<file path="src/design/cuckoo_hash_table_assert.svh">
// assertion macros for the cuckoo hash table
// used by the top level; expects clk and rst_n in scope
`ifndef CUCKOO_HASH_TABLE_ASSERT_SVH
`define CUCKOO_HASH_TABLE_ASSERT_SVH

// same-cycle implication, idle during reset
`define CH_ASSERT_NOW(label, ante, cons) \
    label: assert property (@(posedge clk) disable iff (!rst_n) (ante) |-> (cons)) \
        else $error("cuckoo hash table check failed");

// next-cycle implication, idle during reset
`define CH_ASSERT_NEXT(label, ante, cons) \
    label: assert property (@(posedge clk) disable iff (!rst_n) (ante) |=> (cons)) \
        else $error("cuckoo hash table check failed");

`endif

</file>
<file path="src/design/ch_pkg.sv">
// shared types, constants and register codes for the cuckoo hash table
// no dependencies
package ch_pkg;

    localparam int TABLE_DEPTH_DEF = 256;
    localparam int TABLE_COUNT_DEF = 5;
    localparam int KEY_W           = 31;
    localparam int SIZE_W          = 9;
    localparam int NTAB_W          = 3;
    localparam int MOVES_W         = 8;
    localparam int SIZE_REGS       = 5;
    localparam int CFG_ADDR_W      = 5;
    localparam int CFG_DATA_W      = 32;

    // modulo unit: key bits handled per cycle
    localparam int MOD_STEP_BITS = 4;
    localparam int MOD_PAD_W     = 32;
    localparam int MOD_STEPS     = MOD_PAD_W / MOD_STEP_BITS;
    localparam int MOD_CNT_W     = $clog2(MOD_STEPS);

    localparam logic [NTAB_W-1:0]  NUM_TABLES_RST = 3'd5;
    localparam logic [SIZE_W-1:0]  SIZE_RST       = 9'd256;
    localparam logic [MOVES_W-1:0] MAX_MOVES_RST  = 8'd50;

    typedef enum logic [1:0] {
        ACT_INSERT = 2'd0,
        ACT_REMOVE = 2'd1,
        ACT_SEARCH = 2'd2,
        ACT_NONE   = 2'd3
    } action_t;

    typedef enum logic [2:0] {
        REG_NUM_TABLES = 3'd0,
        REG_SIZE_ZERO  = 3'd1,
        REG_SIZE_ONE   = 3'd2,
        REG_SIZE_TWO   = 3'd3,
        REG_SIZE_THREE = 3'd4,
        REG_SIZE_FOUR  = 3'd5,
        REG_MAX_MOVES  = 3'd6
    } reg_idx_t;

    typedef enum logic [2:0] {
        ST_CLEAR,
        ST_IDLE,
        ST_LOOP,
        ST_MODW,
        ST_RD,
        ST_CHK,
        ST_FIN
    } state_t;

    typedef struct packed {
        logic [1:0]       action;
        logic [KEY_W-1:0] key;
    } in_t;

    typedef struct packed {
        logic             found;
        logic             status;
        logic [KEY_W-1:0] leftover_key;
    } out_t;

    // modulo unit request
    typedef struct packed {
        logic              start;
        logic [KEY_W-1:0]  dividend;
        logic [SIZE_W-1:0] divisor;
    } mod_req_t;

    // modulo unit response
    typedef struct packed {
        logic              done;
        logic [SIZE_W-1:0] rem;
    } mod_rsp_t;

endpackage

</file>
<file path="src/design/ch_mod_unit.sv">
// iterative modulo unit: key mod table size, a few bits per cycle
// depends on ch_pkg
module ch_mod_unit
(
    input  logic              clk,
    input  logic              rst_n,
    input  ch_pkg::mod_req_t  req,
    output ch_pkg::mod_rsp_t  rsp
);

    logic                          busy_reg, busy_next;
    logic [ch_pkg::MOD_CNT_W-1:0]  cnt_reg, cnt_next;
    logic [ch_pkg::MOD_PAD_W-1:0]  num_reg, num_next;
    logic [ch_pkg::SIZE_W-1:0]     div_reg, div_next;
    logic [ch_pkg::SIZE_W-1:0]     rem_reg, rem_next;
    logic                          done_reg, done_next;
    logic [ch_pkg::SIZE_W:0]       r;

    // control state
    always_ff @(posedge clk or negedge rst_n)
    begin
        if (!rst_n)
        begin
            busy_reg <= 1'b0;
            done_reg <= 1'b0;
            cnt_reg  <= '0;
        end
        else
        begin
            busy_reg <= busy_next;
            done_reg <= done_next;
            cnt_reg  <= cnt_next;
        end
    end

    // datapath
    always_ff @(posedge clk)
    begin
        num_reg <= num_next;
        div_reg <= div_next;
        rem_reg <= rem_next;
    end

    // restoring remainder steps, shifted remainder stays below twice the divisor, kept one below it
    always_comb
    begin
        busy_next = busy_reg;
        cnt_next  = cnt_reg;
        num_next  = num_reg;
        div_next  = div_reg;
        rem_next  = rem_reg;
        done_next = 1'b0;
        r         = '0;
        if (req.start)
        begin
            busy_next = 1'b1;
            cnt_next  = '0;
            num_next  = {1'b0, req.dividend};
            div_next  = req.divisor;
            rem_next  = '0;
        end
        else if (busy_reg)
        begin
            r = {1'b0, rem_reg};
            for (int i = 0; i < ch_pkg::MOD_STEP_BITS; i++)
            begin
                r = {r[ch_pkg::SIZE_W-1:0],
                     num_reg[ch_pkg::MOD_PAD_W-1-i]};
                if (r >= {1'b0, div_reg})
                    r = r - {1'b0, div_reg};
            end
            rem_next = r[ch_pkg::SIZE_W-1:0];
            num_next = num_reg << ch_pkg::MOD_STEP_BITS;
            cnt_next = cnt_reg + 1'b1;
            if (cnt_reg == ch_pkg::MOD_CNT_W'(ch_pkg::MOD_STEPS - 1))
            begin
                busy_next = 1'b0;
                done_next = 1'b1;
            end
        end
    end

    assign rsp.done = done_reg;
    assign rsp.rem  = rem_reg;

endmodule

</file>
<file path="config.mk">
export PLATFORM = sky130hd
export DESIGN_NAME = ch_mod_unit
export DESIGN_NICKNAME = d
export VERILOG_FILES = /design/src/design/cuckoo_hash_table_assert.svh /design/src/design/ch_pkg.sv /design/src/design/ch_mod_unit.sv
export SDC_FILE = /design/constraint.sdc
export NUM_CORES = 1
export LEC_CHECK = 0
export BUFFER_PORTS_ARGS = -buffer_cell sky130_fd_sc_hd__buf_2
export CORE_MARGIN = 4
export CORE_UTILIZATION = 25
export DETAILED_ROUTE_END_ITERATION = 7
export GPL_TIMING_DRIVEN = 0
export HOLD_SLACK_MARGIN = 0.05
export PLACE_DENSITY = 0.52
export SLEW_MARGIN = 20
export SYNTH_ARGS = -nofsm -noshare
export SYNTH_HDL_FRONTEND = slang
export SYNTH_SLANG_ARGS = --single-unit
</file>
<file path="constraint.sdc">
create_clock -name clk -period 26.3 [get_ports clk]
set_clock_uncertainty 0.15 [all_clocks]
set_input_delay 3.945 -clock clk [delete_from_list [all_inputs] [get_ports clk]]
set_output_delay 3.945 -clock clk [all_outputs]
set_load 0.01 [all_outputs]
</file>
==> out/metrics.yaml, run 1 <==
status: "finished clean"
maxCapViolCount: 0
hold_violations: 0
numCtsBuffers: 5
r2r-end: "rem_reg[8]"
post_drt_via_cell_ratio: 4.74
yosysSeqAreaShare: 0.367
clock_latency_ns: 0.29
dr_wl_met3_um: 770
syn_to_final_growth_pct: 16.2
wl_met1_mm: 4.43
overflow: 0
fp.dieH_um: 137
synth_area_um2: 4150
fin_nets: 517
worst_path_largest_cell_delay_ns: 0.51
synth_edf_count: 40
rsz0062_at_grt: "false"
hpwl_mm: 8.14
drive_gt1_frac: 0.312
ys_ff_latch: 55
crit_arrival_ns: 9.69
n_antenna_cell: 0
worst-r2r-setup-slack_ns: 16.62
ios: 53
grt_max_degree: 32
tightestPinTransition_ns: 0.746
wl_per_cell_um: 15.8
drc: 0
core_area_um2: 16100
die_w_um: 137
worstReg2RegStart: "div_reg[0]"
drt_iter0_drc: 166
period_share: 0.368
postLayoutCoreUtil: 0.301
fin_hold_ws_ns: 0.371
postCtsSetupBuffers: 0
drv_slew: 0
postSynthAreaPerCell_um2: 11.1
fmax_mhz: 103
dp_cells: 641
firstDrtPassIters: 4
grt_pass1_wl_mm: 16.9
async_flop_share: 0.0909
cts_sinks: 55
hold_path_class: "flop to flop"
final_common_cell: "buf_2"
cts_tree: "done"
path_class: "flop to flop"
stdcell_count: 649
die-area_um2: 18700
final_cell_mix: "buf_2, mux2_2, edfxtp_1, ha_1, nor2_1"
cts_buffer_depth: 2
hold_depth: 2
reg2reg_depth: 36
synth_warnings: 0
worstHoldStart: "num_reg[31]"
route.met2.wl_mm: 4.84
path_clk_slew_ns: 0.07
rows: 46
initial_core_util: 0.259
crit_fanout: 10
fillCellCount: 1646
grt_pass1_vias: 3271
cts-root-buf: "clkbuf_16"
io_buffers: 52
finalSetupViolations: 0
yosysUniqueCellTypes: 70
slowest_stage: "edfxtp_1"
fin_crit_ns: 9.68
synth_cells: 373
crit_path_frequent_cell: "ha_1"
start_kind: "flop"
cts_resized: 0
hold_buffers: 0
totalWireLength_mm: 10.3
gp_congestion: 0.874
relSlewSlack: 0.502
min_to: "num_reg[31]"
vias: 3075
largest_register_ffs: 32
htree_levels: 2
antenna_found_initial: 0
endpoint_kind: "flop"
highest_layer: "met4"
synth_nets: 458
cp.required_ns: 26.31
grtUsageTotal: 0.115
final_antenna_net_count: 0
tns_ns: 0
synth_ff_type: "edfxtp_1"
==> per-layer routing <==
layer,GRT usage,vias to the layer above
met2,0.186,80
li1,-,1511
met1,0.146,1467
met3,0.0364,17
met5,0,-
met4,0.0338,0
==> worst max-delay path, delay by kind of cell (launching register included) <==
family	cells	cell delay, ns
fa+ha+maj	5	1.71
simple gates	5	1.12
flops	1	0.51
compound gates	18	3.85
buf+inv	4	0.77
mux	4	1.40
==> synth_stat cells (all sizes together) (2+ instances only) <==
| cell type | instances | area share |
|---|---|---|
| nor3 | 3 | 0.0036 |
| o211ai | 2 | 0.0048 |
| dfrtp | 5 | 0.030 |
| nor2b | 3 | 0.0045 |
| a211oi | 8 | 0.016 |
| nand2b | 3 | 0.0045 |
| clkbuf | 3 | 0.0027 |
| o21bai | 3 | 0.0054 |
| dfxtp | 10 | 0.048 |
| mux2i | 11 | 0.027 |
| o21ai | 8 | 0.011 |
| inv | 23 | 0.021 |
| a41o | 2 | 0.0048 |
| o21a | 3 | 0.0057 |
| nand2 | 11 | 0.0099 |
| mux2 | 44 | 0.12 |
| a21oi | 18 | 0.023 |
| ha | 38 | 0.11 |
| a221oi | 3 | 0.016 |
| or2 | 2 | 0.0030 |
| a31oi | 5 | 0.0090 |
| and2 | 5 | 0.0081 |
| nand4 | 5 | 0.0075 |
| fa | 4 | 0.019 |
| nand3 | 4 | 0.0048 |
| nor3b | 2 | 0.0036 |
| xor2 | 10 | 0.021 |
| o311ai | 2 | 0.0042 |
| or3 | 2 | 0.0042 |
| nor2 | 35 | 0.034 |
| a21o | 10 | 0.018 |
| buf | 8 | 0.018 |
| xnor2 | 18 | 0.038 |
| edfxtp | 40 | 0.29 |
==> kinds of logic (layout without fill, tap and decap cells) <==
group                    after synthesis  in the layout  share of synthesized area
AND/OR/NAND/NOR                       83             83                      0.104
adder cells (fa/ha/maj)               42             42                      0.134
AO/OA/AOI/OAI                         76             76                      0.147
buffers and inverters                 34             94                     0.0419
flip-flops                            55             55                      0.367
multiplexers                          55             55                      0.147
XOR/XNOR                              28             28                     0.0590
==> worst max-delay path by stage <==
stage	start	slack [ns]	end
floorplan	div_reg[0]	18.03	rem_reg[8]
global placement	div_reg[0]	16.68	rem_reg[8]
detailed placement	div_reg[0]	16.60	rem_reg[8]
CTS	div_reg[0]	16.60	rem_reg[8]
global route	div_reg[0]	16.05	rem_reg[8]
finish	div_reg[0]	16.62	rem_reg[8]
==> area by class of cell <==
| cell class | count | area, um2 | area share |
|---|---|---|---|
| sequential | 55 | 1530 | 0.316 |
| clock inverter | 2 | 12.5 | 0.00259 |
| buffer | 11 | 87.6 | 0.0181 |
| tap | 216 | 270 | 0.0560 |
| clock buffer | 6 | 129 | 0.0267 |
| timing repair buffer | 52 | 260 | 0.0539 |
| inverter | 23 | 86.3 | 0.0179 |
| multi-input combinational | 284 | 2450 | 0.508 |
==> stage by stage <==
stage                     area (um2)  worst slack (ns)
after floorplan                 4150             18.03
after global placement          4680             16.68
after detailed placement        4680             16.60
after CTS                       4830             16.60
after global routing            4830             16.05
final                           4830             16.62
Power of run 1 is left out: the tool's default activity adds up to more than one toggle a clock period on the data nets, which glitch-free logic cannot reach.
==> run 2, diff against run 1 <==
clock period = 9.22 ns   (was 26.3 ns; I/O delays follow)
==> run 2 against run 1 <==
Against the previous run:
- final area grew 3.3%
- critical endpoint unchanged
- global-route usage up 0.15 points
- flip-flop and latch count unchanged
- maximum frequency rose by 9.7%
- die area stayed put
- hold slack got worse by 0.0057 ns
==> out/metrics.yaml, run 2 (same netlist as run 1, synthesis figures left out) <==
finalSetupViolations: 0  # unchanged
totalWireLength_mm: 10.5  # was 10.3 mm
start_kind: "flop"  # unchanged
final_cell_mix: "buf_2, mux2_2, edfxtp_1, ha_1, nor2_1"  # unchanged
slowest_stage: "edfxtp_1"  # unchanged
hpwl_mm: 8.14  # unchanged
hold_buffers: 0  # unchanged
tightestPinTransition_ns: 0.746  # about the same
endpoint_kind: "flop"  # unchanged
final_antenna_net_count: 0  # unchanged
pre_cts_ws_ns: -0.476  # was 16.60 ns
postLayoutSetupSlackWorst_ns: 0.400  # was 16.62 ns
drc: 0  # unchanged
initial_core_util: 0.259  # unchanged
grt_pass1_vias: 3278  # was 3271
hold_path_class: "flop to flop"  # unchanged
worstHoldStart: "num_reg[31]"  # unchanged
path_clk_slew_ns: 0.07  # about the same
dpl_cell_area_um2: 4680  # unchanged
n_antenna_cell: 0  # unchanged
hold_violations: 0  # unchanged
path_class: "flop to flop"  # unchanged
crit_arrival_ns: 8.83  # was 9.69 ns
numCtsBuffers: 5  # unchanged
drt_iter0_drc: 138  # was 166
status: "finished clean"  # unchanged
cts_buffer_depth: 2  # unchanged
worstReg2RegStart: "div_reg[0]"  # unchanged
die-area_um2: 18700  # unchanged
critPathLaunch: "div_reg[0]"  # unchanged
cts_sinks: 55  # unchanged
finish.instance_area_um2: 4980  # was 4830 um2
period_share: 0.957  # was 0.368
fin_crit_ns: 8.82  # was 9.68 ns
post_drt_via_cell_ratio: 4.71  # was 4.74
vias: 3111  # was 3075
cts_tree: "done"  # unchanged
antenna_found_initial: 0  # unchanged
relSlewSlack: 0.503  # was 0.502
die_w_um: 137  # unchanged
crit_path_frequent_cell: "buf_6"  # was ha_1
largest_register_ffs: 32  # unchanged
grtUsageTotal: 0.116  # was 0.115
fmax_mhz: 113  # was 103 MHz
worst_path_largest_cell_delay_ns: 0.46  # was 0.51 ns
syn_to_final_growth_pct: 20.0  # was 16.2%
drv_slew: 0  # unchanged
htree_levels: 2  # unchanged
rows: 46  # unchanged
gp_congestion: 0.874  # unchanged
crit_fanout: 10  # unchanged
ios: 53  # unchanged
grt_pass1_wl_mm: 17.0  # was 16.9 mm
cp.required_ns: 9.23  # was 26.31 ns
fp.dieH_um: 137  # unchanged
overflow: 0  # unchanged
drive_gt1_frac: 0.351  # was 0.312
clock_latency_ns: 0.29  # about the same
final_common_cell: "buf_2"  # unchanged
grt_max_degree: 32  # unchanged
core_area_um2: 16100  # unchanged
fin_nets: 528  # was 517
postLayoutCoreUtil: 0.310  # was 0.301
io_buffers: 52  # unchanged
cts-root-buf: "clkbuf_16"  # unchanged
wl_per_cell_um: 15.9  # was 15.8 um
firstDrtPassIters: 4  # unchanged
maxCapViolCount: 0  # unchanged
## run 2: changes by cell type in the layout (fill, tap and decap cells not counted), sizes merged
cell	before	now
inv	23	22
clkinvlp	0	1
buf	60	71
## run 2: layout make-up
| class | instances | area (um2) |
|---|---|---|
| Fill cell | 1646 | 11100 |
| Multi-Input combinational cell | 284 | 2520 |
| Sequential cell | 55 | 1530 |
| Timing Repair Buffer | 63 | 340 |
| Tap cell | 216 | 270 |
| Clock buffer | 6 | 129 |
| Buffer | 11 | 97.6 |
| Inverter | 23 | 90.1 |
| Clock inverter | 2 | 12.5 |
## run 2: repair_timing
item | in CTS | in global routing
gates resized for setup | 3 | 16
buffers inserted | 4 | 6
pin swaps | 2 | 4
cloned | 0 | 1
setup endpoints to repair | 9 | 9
## run 2: routing by layer
layer,track usage,vias to the layer above,wire length [um],part of all wire
met1,0.146,1479,4560,0.43
met4,0.0355,0,267,0.025
met2,0.189,76,4890,0.47
met3,0.0390,20,772,0.074
met5,0,-,0,0
li1,-,1536,-,-
## run 2: metrics by stage
step                std cells  hold WS (ns)  TNS [ns]
floorplan                 373         0.306         0
global placement          641         0.337     -2.63
detailed placement        641         0.348     -3.44
CTS                       653         0.366         0
global route              660         0.411   -0.0708
finish                    660         0.365         0
## run 2: final timing paths
kind,to,slack [ns],depth (start not counted)
hold / removal,num_reg[31],0.37,2
setup reg to reg,rem_reg[8],0.40,36
setup / recovery,rem_reg[8],0.40,36
min in group asynchronous,cnt_reg[1],0.74,1
hold reg to reg,num_reg[31],0.37,2
max in group asynchronous,busy_reg,8.05,1
## run 2: critical path, delay by kind of cell, from the launching register on
kind / cells / cell delay [ns]
simple gates: 5 / 1.07
fa+ha+maj: 5 / 1.59
buf+inv: 5 / 0.75
mux: 4 / 1.38
flops: 1 / 0.46
compound gates: 17 / 3.30
Power of run 2 is left out for the same reason.
